$ cat src/design/mrf_pkg.sv
`timescale 1ns / 1ps
// ----------------------------------------------------------------------------
// mrf_pkg
// Shared types, constants and the CRC-16/MODBUS byte update for the framer.
// ----------------------------------------------------------------------------
package mrf_pkg;

  localparam int FrameLen = 8;
  localparam int CrcSpan  = 6;
  localparam int PosW     = $clog2(FrameLen);

  localparam logic [15:0] CrcInit = 16'hFFFF;
  localparam logic [15:0] CrcPoly = 16'hA001;

  typedef logic [7:0] octet_t;

  // header bytes in transmission order, element 0 sent first
  typedef octet_t [CrcSpan-1:0] req_bytes_t;

  typedef enum logic [PosW-1:0] {
    FP_SLAVE    = 3'd0,
    FP_FUNC     = 3'd1,
    FP_START_HI = 3'd2,
    FP_START_LO = 3'd3,
    FP_COUNT_HI = 3'd4,
    FP_COUNT_LO = 3'd5,
    FP_CRC_LO   = 3'd6,
    FP_CRC_HI   = 3'd7
  } frame_pos_t;

  // one byte of CRC-16/MODBUS, reflected, LSB first
  function automatic logic [15:0] crc_update(input logic [15:0] crc, input octet_t data);
    logic [15:0] c;
    c = crc ^ {8'h00, data};
    for (int b = 0; b < 8; b++) begin
      c = c[0] ? ((c >> 1) ^ CrcPoly) : (c >> 1);
    end
    return c;
  endfunction

endpackage

$ cat src/design/mrf_if.sv
`timescale 1ns / 1ps
// ----------------------------------------------------------------------------
// mrf_if
// Valid/ready channels: request items in, frame byte items out.
// ----------------------------------------------------------------------------
interface mrf_req_if;
  logic        valid;
  logic        ready;
  logic [7:0]  slave_id;
  logic [7:0]  function_code;
  logic [15:0] start_address;
  logic [15:0] register_count;

  modport source (output valid, slave_id, function_code, start_address, register_count,
                  input ready);
  modport sink   (input valid, slave_id, function_code, start_address, register_count,
                  output ready);
endinterface

interface mrf_byte_if;
  logic       valid;
  logic       ready;
  logic [7:0] frame_byte;
  logic       last_byte;

  modport source (output valid, frame_byte, last_byte, input ready);
  modport sink   (input valid, frame_byte, last_byte, output ready);
endinterface

$ cat src/design/mrf_front.sv
`timescale 1ns / 1ps
// ----------------------------------------------------------------------------
// mrf_front
// Input register stage: accepts a request and splits it into header bytes.
// ----------------------------------------------------------------------------
module mrf_front (
  input  logic                clk,
  input  logic                rst,
  mrf_req_if.sink             req,
  output logic                push_valid,
  output mrf_pkg::req_bytes_t push_data,
  input  logic                push_ready
);

  logic vld;
  mrf_pkg::req_bytes_t bytes;

  assign req.ready  = !vld || push_ready;
  assign push_valid = vld;
  assign push_data  = bytes;

  always_ff @(posedge clk) begin
    if (rst) begin
      vld <= 1'b0;
    end else if (req.ready) begin
      vld <= req.valid;
    end
  end

  always_ff @(posedge clk) begin
    if (req.valid && req.ready) begin
      bytes[0] <= req.slave_id;
      bytes[1] <= req.function_code;
      bytes[2] <= req.start_address[15:8];
      bytes[3] <= req.start_address[7:0];
      bytes[4] <= req.register_count[15:8];
      bytes[5] <= req.register_count[7:0];
    end
  end

endmodule

$ cat src/design/mrf_queue.sv
`timescale 1ns / 1ps
// ----------------------------------------------------------------------------
// mrf_queue
// Two-entry request queue between the front stage and the serialiser.
// ----------------------------------------------------------------------------
module mrf_queue (
  input  logic                clk,
  input  logic                rst,
  input  logic                push_valid,
  input  mrf_pkg::req_bytes_t push_data,
  output logic                push_ready,
  output logic                pop_valid,
  output mrf_pkg::req_bytes_t pop_data,
  input  logic                pop_ready
);

  mrf_pkg::req_bytes_t mem [2];
  logic       wr_ptr;
  logic       rd_ptr;
  logic [1:0] fill;
  logic       push;
  logic       pop;

  assign push_ready = (fill != 2'd2);
  assign pop_valid  = (fill != 2'd0);
  assign pop_data   = mem[rd_ptr];
  assign push       = push_valid && push_ready;
  assign pop        = pop_valid && pop_ready;

  always_ff @(posedge clk) begin
    if (rst) begin
      wr_ptr <= 1'b0;
      rd_ptr <= 1'b0;
      fill   <= 2'd0;
    end else begin
      if (push) wr_ptr <= !wr_ptr;
      if (pop)  rd_ptr <= !rd_ptr;
      unique case ({push, pop})
        2'b10:   fill <= fill + 2'd1;
        2'b01:   fill <= fill - 2'd1;
        default: fill <= fill;
      endcase
    end
  end

  always_ff @(posedge clk) begin
    if (push) begin
      mem[wr_ptr] <= push_data;
    end
  end

endmodule

$ cat src/design/mrf_back.sv
`timescale 1ns / 1ps
// ----------------------------------------------------------------------------
// mrf_back
// Serialiser: sends the six header bytes and the running CRC, one per cycle while rsp is ready.
// ----------------------------------------------------------------------------
module mrf_back (
  input  logic                clk,
  input  logic                rst,
  input  logic                pop_valid,
  input  mrf_pkg::req_bytes_t pop_data,
  output logic                pop_ready,
  mrf_byte_if.source          rsp
);

  logic                busy;
  mrf_pkg::frame_pos_t pos;
  mrf_pkg::req_bytes_t bytes;
  logic [15:0]         crc;
  mrf_pkg::octet_t     cur;
  logic                fire;
  logic                done;
  logic                load;

  always_comb begin
    unique case (pos)
      mrf_pkg::FP_SLAVE:    cur = bytes[0];
      mrf_pkg::FP_FUNC:     cur = bytes[1];
      mrf_pkg::FP_START_HI: cur = bytes[2];
      mrf_pkg::FP_START_LO: cur = bytes[3];
      mrf_pkg::FP_COUNT_HI: cur = bytes[4];
      mrf_pkg::FP_COUNT_LO: cur = bytes[5];
      mrf_pkg::FP_CRC_LO:   cur = crc[7:0];
      mrf_pkg::FP_CRC_HI:   cur = crc[15:8];
      default:              cur = crc[15:8];
    endcase
  end

  assign rsp.valid      = busy;
  assign rsp.frame_byte = cur;
  assign rsp.last_byte  = (pos == mrf_pkg::FP_CRC_HI);

  assign fire      = busy && rsp.ready;
  assign done      = fire && (pos == mrf_pkg::FP_CRC_HI);
  assign pop_ready = !busy || done;
  assign load      = pop_valid && pop_ready;

  always_ff @(posedge clk) begin
    if (rst) begin
      busy <= 1'b0;
      pos  <= mrf_pkg::FP_SLAVE;
    end else if (load) begin
      busy <= 1'b1;
      pos  <= mrf_pkg::FP_SLAVE;
    end else if (done) begin
      busy <= 1'b0;
      pos  <= mrf_pkg::FP_SLAVE;
    end else if (fire) begin
      pos  <= mrf_pkg::frame_pos_t'(pos + 3'd1);
    end
  end

  always_ff @(posedge clk) begin
    if (load) begin
      bytes <= pop_data;
      crc   <= mrf_pkg::CrcInit;
    end else if (fire && (pos < mrf_pkg::FP_CRC_LO)) begin
      crc   <= mrf_pkg::crc_update(crc, cur);
    end
  end

endmodule

$ cat src/design/modbus_rtu_request_framer_unit.sv
`timescale 1ns / 1ps
// ----------------------------------------------------------------------------
// modbus_rtu_request_framer_unit
// Modbus RTU request framer: one request in, eight frame bytes out with the
// CRC-16/MODBUS appended low byte first.
//
//   channel  dir  payload                                        per item
//   req      in   slave_id, function_code, start_address,        1 request
//                 register_count
//   rsp      out  frame_byte, last_byte                          1 byte
//
// Sustained rate is set by the serialiser sending one byte per cycle while rsp
// is ready; the CRC advances one byte per sent header byte.
// A request passes the front stage and a queue entry before its first byte appears.
// Up to four requests in flight: front stage, two queue entries, serialiser.
// Synchronous reset empties every stage; no clearing pass.
// A stall on rsp holds the current byte; req keeps being taken until full.
// ----------------------------------------------------------------------------
module modbus_rtu_request_framer_unit (
  input  logic       clk,
  input  logic       rst,
  mrf_req_if.sink    req,
  mrf_byte_if.source rsp
);

  logic                push_valid;
  logic                push_ready;
  mrf_pkg::req_bytes_t push_data;
  logic                pop_valid;
  logic                pop_ready;
  mrf_pkg::req_bytes_t pop_data;

  mrf_front u_front (
    .clk        (clk),
    .rst        (rst),
    .req        (req),
    .push_valid (push_valid),
    .push_data  (push_data),
    .push_ready (push_ready)
  );

  mrf_queue u_queue (
    .clk        (clk),
    .rst        (rst),
    .push_valid (push_valid),
    .push_data  (push_data),
    .push_ready (push_ready),
    .pop_valid  (pop_valid),
    .pop_data   (pop_data),
    .pop_ready  (pop_ready)
  );

  mrf_back u_back (
    .clk       (clk),
    .rst       (rst),
    .pop_valid (pop_valid),
    .pop_data  (pop_data),
    .pop_ready (pop_ready),
    .rsp       (rsp)
  );

endmodule

$ cat src/flat_wrapper.sv
// flat-port wrapper written by rule: the top's interface ports become plain ports
module modbus_rtu_request_framer_unit_flat 
  (clk, rst, req_valid, req_slave_id, req_function_code, req_start_address, req_register_count, req_ready, rsp_valid, rsp_frame_byte, rsp_last_byte, rsp_ready);
  mrf_req_if req_i ();
  mrf_byte_if rsp_i ();
  input  logic clk;
  input  logic rst;
  input wire logic [$bits(req_i.valid)-1:0] req_valid;
  input wire logic [$bits(req_i.slave_id)-1:0] req_slave_id;
  input wire logic [$bits(req_i.function_code)-1:0] req_function_code;
  input wire logic [$bits(req_i.start_address)-1:0] req_start_address;
  input wire logic [$bits(req_i.register_count)-1:0] req_register_count;
  output wire logic [$bits(req_i.ready)-1:0] req_ready;
  output wire logic [$bits(rsp_i.valid)-1:0] rsp_valid;
  output wire logic [$bits(rsp_i.frame_byte)-1:0] rsp_frame_byte;
  output wire logic [$bits(rsp_i.last_byte)-1:0] rsp_last_byte;
  input wire logic [$bits(rsp_i.ready)-1:0] rsp_ready;
  assign req_i.valid = req_valid;
  assign req_i.slave_id = req_slave_id;
  assign req_i.function_code = req_function_code;
  assign req_i.start_address = req_start_address;
  assign req_i.register_count = req_register_count;
  assign req_ready = req_i.ready;
  assign rsp_valid = rsp_i.valid;
  assign rsp_frame_byte = rsp_i.frame_byte;
  assign rsp_last_byte = rsp_i.last_byte;
  assign rsp_i.ready = rsp_ready;
  modbus_rtu_request_framer_unit u_core (.clk(clk), .rst(rst), .req(req_i), .rsp(rsp_i));
endmodule
$ cat config.mk
export PLATFORM = sky130hd
export DESIGN_NAME = modbus_rtu_request_framer_unit_flat
export DESIGN_NICKNAME = d
export VERILOG_FILES = /design/src/design/mrf_pkg.sv /design/src/design/mrf_if.sv /design/src/design/mrf_front.sv /design/src/design/mrf_queue.sv /design/src/design/mrf_back.sv /design/src/design/modbus_rtu_request_framer_unit.sv /design/src/flat_wrapper.sv
export SDC_FILE = /design/constraint.sdc
export NUM_CORES = 1
export LEC_CHECK = 0
export ABC_AREA = 1
export ABC_CLOCK_PERIOD_IN_PS = 5890
export BUFFER_PORTS_ARGS = -buffer_cell sky130_fd_sc_hd__buf_2
export CAP_MARGIN = 30
export CORE_ASPECT_RATIO = 0.7
export CORE_UTILIZATION = 60
export CTS_BUF_LIST = sky130_fd_sc_hd__clkbuf_8 sky130_fd_sc_hd__clkbuf_16
export CTS_CLUSTER_SIZE = 10
export DETAILED_ROUTE_END_ITERATION = 8
export PLACE_DENSITY = 0.79
export SLEW_MARGIN = 40
export SYNTH_ARGS = -nofsm -noshare
export SYNTH_HDL_FRONTEND = slang
export SYNTH_SLANG_ARGS = --single-unit
export TNS_END_PERCENT = 30
$ cat constraint.sdc
create_clock -name clk -period 5.89 [get_ports clk]
set_clock_uncertainty 0.2 [all_clocks]
set_input_delay 0.8835 -clock clk [delete_from_list [all_inputs] [get_ports clk]]
set_output_delay 0.8835 -clock clk [all_outputs]
set_load 0.1 [all_outputs]
Word-level counts from Yosys, hierarchy flattened
Memories as Yosys holds them, arrays and structs flattened. A register that Yosys moved wholly into a read port is not among the register bits.
Cells that the tools add are included.
- bitwise operators: 9
- multiplexer cells: 14
- divide/modulo/power cells: 0
- $mul: 0
- shifts and indexed selects: 0
- $add $sub $neg: 3
- $lt $le $gt $ge: 1
- reduce and logical (&&, ||, !) cells: 17
- equal/unequal tests: 10
- operator list (operator ; number):
    16-bit two-way mux ; 8
    8-bit case mux with 8 select lines ; 1
    2-bit inverter with 3-bit output ; 8
    16-bit by 8-bit bitwise XOR with 16-bit output ; 1
    3-bit equality test (second input constant) ; 4
    3-bit by 2-bit equality test with 1-bit output (second input constant) ; 2
    1-bit logical AND ; 6
    2-bit nonzero test ; 3
    1-bit logical NOT ; 4
    1-bit two-way mux ; 4
    2-bit case mux with 2 select lines ; 1
    3-bit by 1-bit adder with 3-bit output (second input constant) ; 1
    3-bit by 1-bit equality test with 1-bit output (second input constant) ; 1
    3-bit logical NOT ; 1
    3-bit < comparator (second input constant) ; 1
    3-bit OR reduction ; 1
    2-bit by 1-bit adder with 2-bit output (second input constant) ; 1
    2-bit by 1-bit equality test with 1-bit output (second input constant) ; 1
    2-bit equality test (second input constant) ; 1
    1-bit logical OR ; 2
    2-bit inequality test (second input constant) ; 1
    2-bit by 1-bit subtractor with 2-bit output (second input constant) ; 1
- input port bits: 52
- latch bits: 0
- register bits: 73
- bits in writable memories: 96
- memories kept: 1
- output and inout port bits: 11
- word-level logic and storage cells: 68
- bits in read-only memories: 0
- memories (name ; depth ; bits a word ; rd ports ; clocked after Yosys merged registers in ; wr ports ; RTL line ; source):
    u_core.u_queue.mem ; 2 ; 48 ; 1 ; 1 ; 1 ; mrf_queue.sv:17 ; mrf_pkg::req_bytes_t mem [2];

Depth between registers and ports, before layout
- word-level depth: 19
- gate-level depth with buffers: 22
- mapped depth without buffers: 21

By module
Synthesis repeated with hierarchy kept, for this count alone.
- cell total of the unflattened synthesis: 622
- area total of the unflattened synthesis: 8693.3 sq um
- modules (own cells, without submodules) (module ; cells an instance ; times used ; sequential area each (sq um) ; area each (sq um)):
    mrf_queue ; 187 ; 1 ; 2982.9 ; 3783.6
    mrf_back ; 381 ; 1 ; 1841.8 ; 3420.8
    mrf_front ; 54 ; 1 ; 1461.4 ; 1488.9

Worst setup path after synthesis
No wires, ideal clock.
- path type: reg2reg
- from: register u_core.u_back.pos[0]
- to: register u_core.u_queue.fill[1]
- cell stages (with the launch flop): 13
- data arrival time: 3949 ps
- data required time: 5568 ps
- setup slack: 1618 ps
- clock period less this slack: 4272 ps
- cells stage by stage: dfxtp_1 > ha_1 > ha_1 > buf_6 > nand2_1 > nand2_1 > o21ai_0 > clkinv_1 > ha_1 > a21oi_1 > o21ai_0 > o21ai_0 > a21oi_1
- longest elaborated chain between the ends: 6
- elaborated cells between the ends (all ways): 8
- those cells by class: eq/ne: 3; mux: 1; reduce/logical: 4
- ends and longest elaborated chain (item ; RTL line ; source):
    start: declaration ; mrf_back.sv:16 ; mrf_pkg::frame_pos_t pos;
    start signal: assignment ; mrf_back.sv:50 ; pos <= mrf_pkg::FP_SLAVE;
    start signal: assignment ; mrf_back.sv:53 ; pos <= mrf_pkg::FP_SLAVE;
    start signal: assignment ; mrf_back.sv:56 ; pos <= mrf_pkg::FP_SLAVE;
    3-bit equality test * ; n/a ;
    named net rsp_last_byte ; flat_wrapper.sv:16 ; output wire logic [$bits(rsp_i.last_byte)-1:0] rsp_last_byte;
    1-bit logical AND * ; mrf_back.sv:43 ; assign done = fire && (pos == mrf_pkg::FP_CRC_HI);
    1-bit logical OR * ; mrf_back.sv:44 ; assign pop_ready = !busy || done;
    1-bit logical AND * ; mrf_queue.sv:28 ; assign pop = pop_valid && pop_ready;
    named net u_core.u_back.load ; mrf_back.sv:22 ; logic load;
    2-bit by 1-bit equality test with 1-bit output or 2-bit equality test (tied branches) ; mrf_queue.sv:38 ; unique case ({push, pop})
    2-bit case mux with 2 select lines or 2-bit nonzero test (tied branches) ; n/a ;
    end signal: assignment ; mrf_queue.sv:39 ; 2'b10: fill <= fill + 2'd1;
    end signal: assignment ; mrf_queue.sv:40 ; 2'b01: fill <= fill - 2'd1;
    end signal: assignment ; mrf_queue.sv:41 ; default: fill <= fill;
    end: declaration ; mrf_queue.sv:20 ; logic [1:0] fill;
Mark *: on every way through the listed nets, which the timed path passes. The rest lies on a longest branch.
A chain may end at the register's enable or synchronous reset.

Worst setup path after layout
- from: register u_core.u_back.pos[2]
- to: output port rsp_frame_byte[4]
- longest elaborated chain between the ends: 2
- elaborated cells between the ends (all ways): 9
- those cells by class: eq/ne: 7; mux: 1; reduce/logical: 1
- ends and longest elaborated chain (item ; RTL line ; source):
    3-bit equality test (tied with other cells) ; mrf_back.sv:25 ; unique case (pos)
    8-bit case mux with 8 select lines * ; mrf_back.sv:25 ;
    end: declaration ; flat_wrapper.sv:15 ; output wire logic [$bits(rsp_i.frame_byte)-1:0] rsp_frame_byte;
Every way passes the cells marked *; elsewhere a longest branch is shown, timed or not.

==> qor_table.md <==
| Step | Result | This run |
| --- | --- | --- |
| cts | Reg clk slew, reported paths | 0.06 ns |
| worst setup path | Most Frequent Cell on Critical Path | sky130_fd_sc_hd__nand2_2 |
| detailed routing | Detailed-route wire length per cell | 16.6 µm |
| power and ir drop | IR Drop Worst-Case VDD | 0.000305 V |
| detailed routing | Vias per cell | 5.29 |
| run | Number of max-cap violations | 0 |
| timing | Worst slew pin tran | 0.742 ns |
| layout | Commonest cells after routing, fill and taps aside | 267 x sky130_fd_sc_hd__nand2_1, 192 x sky130_fd_sc_hd__edfxtp_1, 62 x sky130_fd_sc_hd__buf_2, 48 x sky130_fd_sc_hd__inv_1, 47 x sky130_fd_sc_hd__nand3_1 |
| global route | Remaining global-route overflow | 0 |
| cts | Later-pin clock latency in the skew report | 0.52 ns |
| layout | P&R area growth vs syn | 14.2% |
| placement | Number of port buffers | 62 |
| cts | Clock Path Buffers | 3 |
| layout | Net total in the final layout | 837 |
| synthesis | Synth warn | 0 |
| global route | Combined global-route utilization of all metal layers | 23.8% |
| worst setup path | Required @ worst endpoint | 4.81 ns |
| timing | Max Fclk | 239 MHz |
| power and ir drop | Sequential fraction of design power | 44.2% |
| worst setup path | Slowest cell on crit path | sky130_fd_sc_hd__dfxtp_1 |
| hold path | Worst hold-check path type | register to register |
| layout | Antenna cell count | 0 |
| hold path | Worst min-delay path startpoint | u_core.u_front.push_data[34] |
| layout | Register area | 6270 µm² |
| timing | Final Hold Vio Count | 0 |
| die | Initial core utilization | 61.4% |
| worst setup path | Cell chain of the critical path | inv_2, ha_1, nor2_8, nand2_2, nor2_4, nor2_1, nand2_1, nand2_2, inv_1, buf_2 |
| synthesis | Number of standard cells after synthesis | 704 |
| placement | Final HPWL DP | 10.6 mm |
| synthesis | Number of unique standard cell types used by synthesis | 31 |
| die | Total core area | 13900 µm² |
| timing | Unrepaired setup endpoints after global routing | no |
| timing | Setup tns final | 0 ns |
| worst setup path | Arrival @ worst endpoint | 3.10 ns |
| worst setup path | Top Family by Delay on Critical Path | flip-flops |
| global route | Wire length of the first global-routing pass | 25.9 mm |
| detailed routing | Starting DRT DRC Count | 360 |
| cts | TritonCTS Buffers | 25 |
| placement | Last weighted congestion value of the routability-driven placer | 0.895 |
| worst setup path | Internal reg-to-reg setup slack | 2.54 ns |
| cts | TritonCTS clock tree | built |
| die | Overall die area | 14700 µm² |
| timing | Final critical-path required period | 4.18 ns |
| power and ir drop | Power consumption | 0.00512 W |
| die | Width of the die | 144 µm |
| synthesis | Post-synthesis cell type with the largest combined area | sky130_fd_sc_hd__edfxtp_1 |
| cts | H-tree levels | 1 |
| worst setup path | WS Path Type | register to output port |
| worst setup path | Critical path startpoint category | register |
| worst setup path | Endpoint of the worst register-to-register path | u_core.u_back.crc[0] |
| layout | Total area of multi-input combinational cells | 2020 µm² |
| layout | Most common library cell in the layout ignoring fill and taps | sky130_fd_sc_hd__nand2_1 |
| detailed routing | Count of nets left with antenna violations after detail routing | 0 |
| detailed routing | Number of search-and-repair iterations in the first detailed-routing pass | 5 |
| power and ir drop | Internal Power | 0.00325 W |
| synthesis | Total of flip-flops plus latches after synthesis | 217 |
| worst setup path | Worst path bufs/invs | 3 |
| layout | Count of filler cells inserted in the layout | 986 |
| synthesis | Largest cells by area after synthesis | sky130_fd_sc_hd__edfxtp_1 68%, sky130_fd_sc_hd__nand2_1 12%, sky130_fd_sc_hd__dfxtp_1 5.9% |
| power and ir drop | Switch share | 36.5% |
| detailed routing | DRC Markers | 0 |
| worst setup path | Worst Setup End Kind | output port |
| hold path | Cells on Worst Hold Path | 0 |
| timing | Headroom to the max-slew limit | 50.5% |
| layout | Share of final-layout standard cells stronger than drive strength 1 | 18.0% |
| power and ir drop | Share of total power in the clock network | 25.8% |
| run status | Run status | finished clean |
| synthesis | Seq/Total Area, Yosys | 73.5% |
| power and ir drop | Leak | 4.01 nW |
| cts | Number of buffers inserted by hold repair at cts | 0 |
| cts | CTS Sinks | 217 |
| timing | Share of the cycle needed by the critical path after routing | 71.0% |
| synthesis | Post-synthesis instance area | 8520 µm² |
| cts | CTS Root Buffer Type | sky130_fd_sc_hd__clkbuf_16 |
| die | I/O pin total | 63 |
| timing | Total count of max-transition violations in the final report | 0 |
| global route | Maximum number of pins on one net before global-route repair | 57 |
| die | Y dimension of the die | 102 µm |
| synthesis | Area fraction of the dominant cell type after synthesis | 67.6% |
| worst setup path | Delay of the slowest cell on the worst path | 0.75 ns |
| worst setup path | Worst-case reg-to-reg path depth | 17 |
| power and ir drop | PD cells | 526 nW/µm² |
| hold path | Hold Crit Endpoint | u_core.u_queue.mem[1][34] |
| detailed routing | Detailed-route via count | 5215 |
| global route | Via count of the first global-routing pass | 5079 |
| detailed routing | Final routed wirelength across all metal layers | 16.4 mm |
| power and ir drop | Switching power summed over all nets | 0.00187 W |
| synthesis | Synth Area per Inst | 12.1 µm² |
| cts | Setup repair bufs after CTS | 0 |
| die | FP Rows | 36 |
| worst setup path | Crit path max fanout | 19 |
| timing | # setup viols final | 0 |
| synthesis | Nets in the synthesized netlist | 763 |
| global route | Antenna violations before repair | 0 |
| cts | CTS resizes | 0 |
| worst setup path | Critical R2R Launch | u_core.u_back.pos[2] |
| power and ir drop | Fraction of power consumed by combinational cells | 30.0% |
==> kinds of logic (layout without fill, tap and decap cells) <==
group | Yosys count | in the layout | synth area share [%]
compound gates | 48 | 48 | 3.16
xor+xnor | 1 | 1 | 0.103
fa+ha+maj | 7 | 7 | 1.03
buf+inv | 56 | 148 | 2.95
flops | 217 | 217 | 73.5
simple gates | 375 | 375 | 19.2
==> cell usage after synthesis <==
| cell | n |
|---|---|
| sky130_fd_sc_hd__a21oi_1 | 22 |
| sky130_fd_sc_hd__o221ai_1 | 2 |
| sky130_fd_sc_hd__nand2_1 | 267 |
| sky130_fd_sc_hd__nand3_1 | 47 |
| sky130_fd_sc_hd__ha_1 | 7 |
| sky130_fd_sc_hd__o211ai_1 | 6 |
| sky130_fd_sc_hd__edfxtp_1 | 192 |
| sky130_fd_sc_hd__buf_1 | 1 |
| sky130_fd_sc_hd__xor2_1 | 1 |
| sky130_fd_sc_hd__nand3_2 | 3 |
| sky130_fd_sc_hd__clkinv_1 | 1 |
| sky130_fd_sc_hd__buf_6 | 4 |
| sky130_fd_sc_hd__nand2_4 | 2 |
| sky130_fd_sc_hd__nor2_2 | 2 |
| sky130_fd_sc_hd__nand3_4 | 1 |
| sky130_fd_sc_hd__nand2_2 | 22 |
| sky130_fd_sc_hd__o21ai_2 | 1 |
| sky130_fd_sc_hd__buf_4 | 3 |
| sky130_fd_sc_hd__or2_4 | 6 |
| sky130_fd_sc_hd__dfxtp_1 | 25 |
| sky130_fd_sc_hd__a211oi_1 | 1 |
| sky130_fd_sc_hd__inv_1 | 31 |
| sky130_fd_sc_hd__nor2_8 | 1 |
| sky130_fd_sc_hd__nor2_1 | 20 |
| sky130_fd_sc_hd__inv_2 | 4 |
| sky130_fd_sc_hd__or2_1 | 1 |
| sky130_fd_sc_hd__clkbuf_1 | 12 |
| sky130_fd_sc_hd__o21ai_0 | 15 |
| sky130_fd_sc_hd__o21ai_1 | 1 |
| sky130_fd_sc_hd__nor2_4 | 2 |
| sky130_fd_sc_hd__or2_2 | 1 |
==> sequential cells by signal, summed over array words and instances (netlist names) <==
| signal | flops |
|---|---|
| u_core.u_front.push_valid | 1 |
| u_core.u_front.push_data | 48 |
| u_core.u_queue.mem | 96 |
| u_core.u_back.crc | 16 |
| u_core.u_back.bytes | 48 |
| u_core.u_back.pos | 3 |
| u_core.u_queue.wr_ptr | 1 |
| u_core.u_queue.fill | 2 |
| u_core.u_queue.rd_ptr | 1 |
| u_core.u_back.rsp.valid | 1 |
==> power groups by stage <==
| stage | clock (W) | sequential [W] | combinational [W] |
|---|---|---|---|
| floorplan | 0 | 0.00225 | 0.00116 |
| finish | 0.00132 | 0.00227 | 0.00153 |
| global route | 0.00141 | 0.00229 | 0.00171 |
| detailed placement | 0 | 0.00229 | 0.00154 |
| CTS | 0.00135 | 0.00226 | 0.00154 |
| global placement | 0 | 0.00228 | 0.00148 |
==> stage by stage <==
stage	util, %	cell area [µm²]	setup WS, ns	instances	hold slack (ns)
2_1_floorplan	-	8520	1.62	704	0.221
3_3_place_gp	64.9	9010	2.39	941	0.226
3_5_place_dp	64.9	9010	2.29	941	0.232
4_1_cts	70.1	9730	1.73	986	0.241
5_1_grt	70.1	9730	1.50	986	0.246
6_report	70.1	9730	1.71	986	0.238
==> area by class of cell <==
| cell class | count | area share (%) |
|---|---|---|
| clock buffer | 25 | 6.43 |
| timing repair buffer | 67 | 3.58 |
| tap | 190 | 2.44 |
| multi-input combinational | 431 | 20.8 |
| clock inverter | 20 | 0.952 |
| inverter | 36 | 1.43 |
| sequential | 217 | 64.4 |
==> routing by layer <==
| metal | vias up | GRT usage [%] | part of all wire, % | routed length (µm) |
|---|---|---|---|---|
| met5 | - | 0 | 0 | 0 |
| met4 | 0 | 6.23 | 1.8 | 301 |
| met3 | 27 | 5.48 | 6.5 | 1060 |
| met2 | 180 | 37.3 | 46 | 7490 |
| met1 | 2455 | 33.8 | 46 | 7540 |
| li1 | 2553 | - | - | - |
==> worst max-delay path by stage <==
stage                                     from                endpoint  slack, ns  cells past startpoint
after floorplan           u_core.u_back.pos[0]  u_core.u_queue.fill[1]       1.62                     12
after global placement    u_core.u_back.pos[2]       rsp_frame_byte[4]       2.39                     10
after detailed placement  u_core.u_back.pos[2]       rsp_frame_byte[4]       2.29                     10
after CTS                 u_core.u_back.pos[2]       rsp_frame_byte[4]       1.73                     10
after global routing      u_core.u_back.pos[2]       rsp_frame_byte[4]       1.50                     10
final                     u_core.u_back.pos[2]       rsp_frame_byte[4]       1.71                     10
Power figures use the tool's default switching activity.
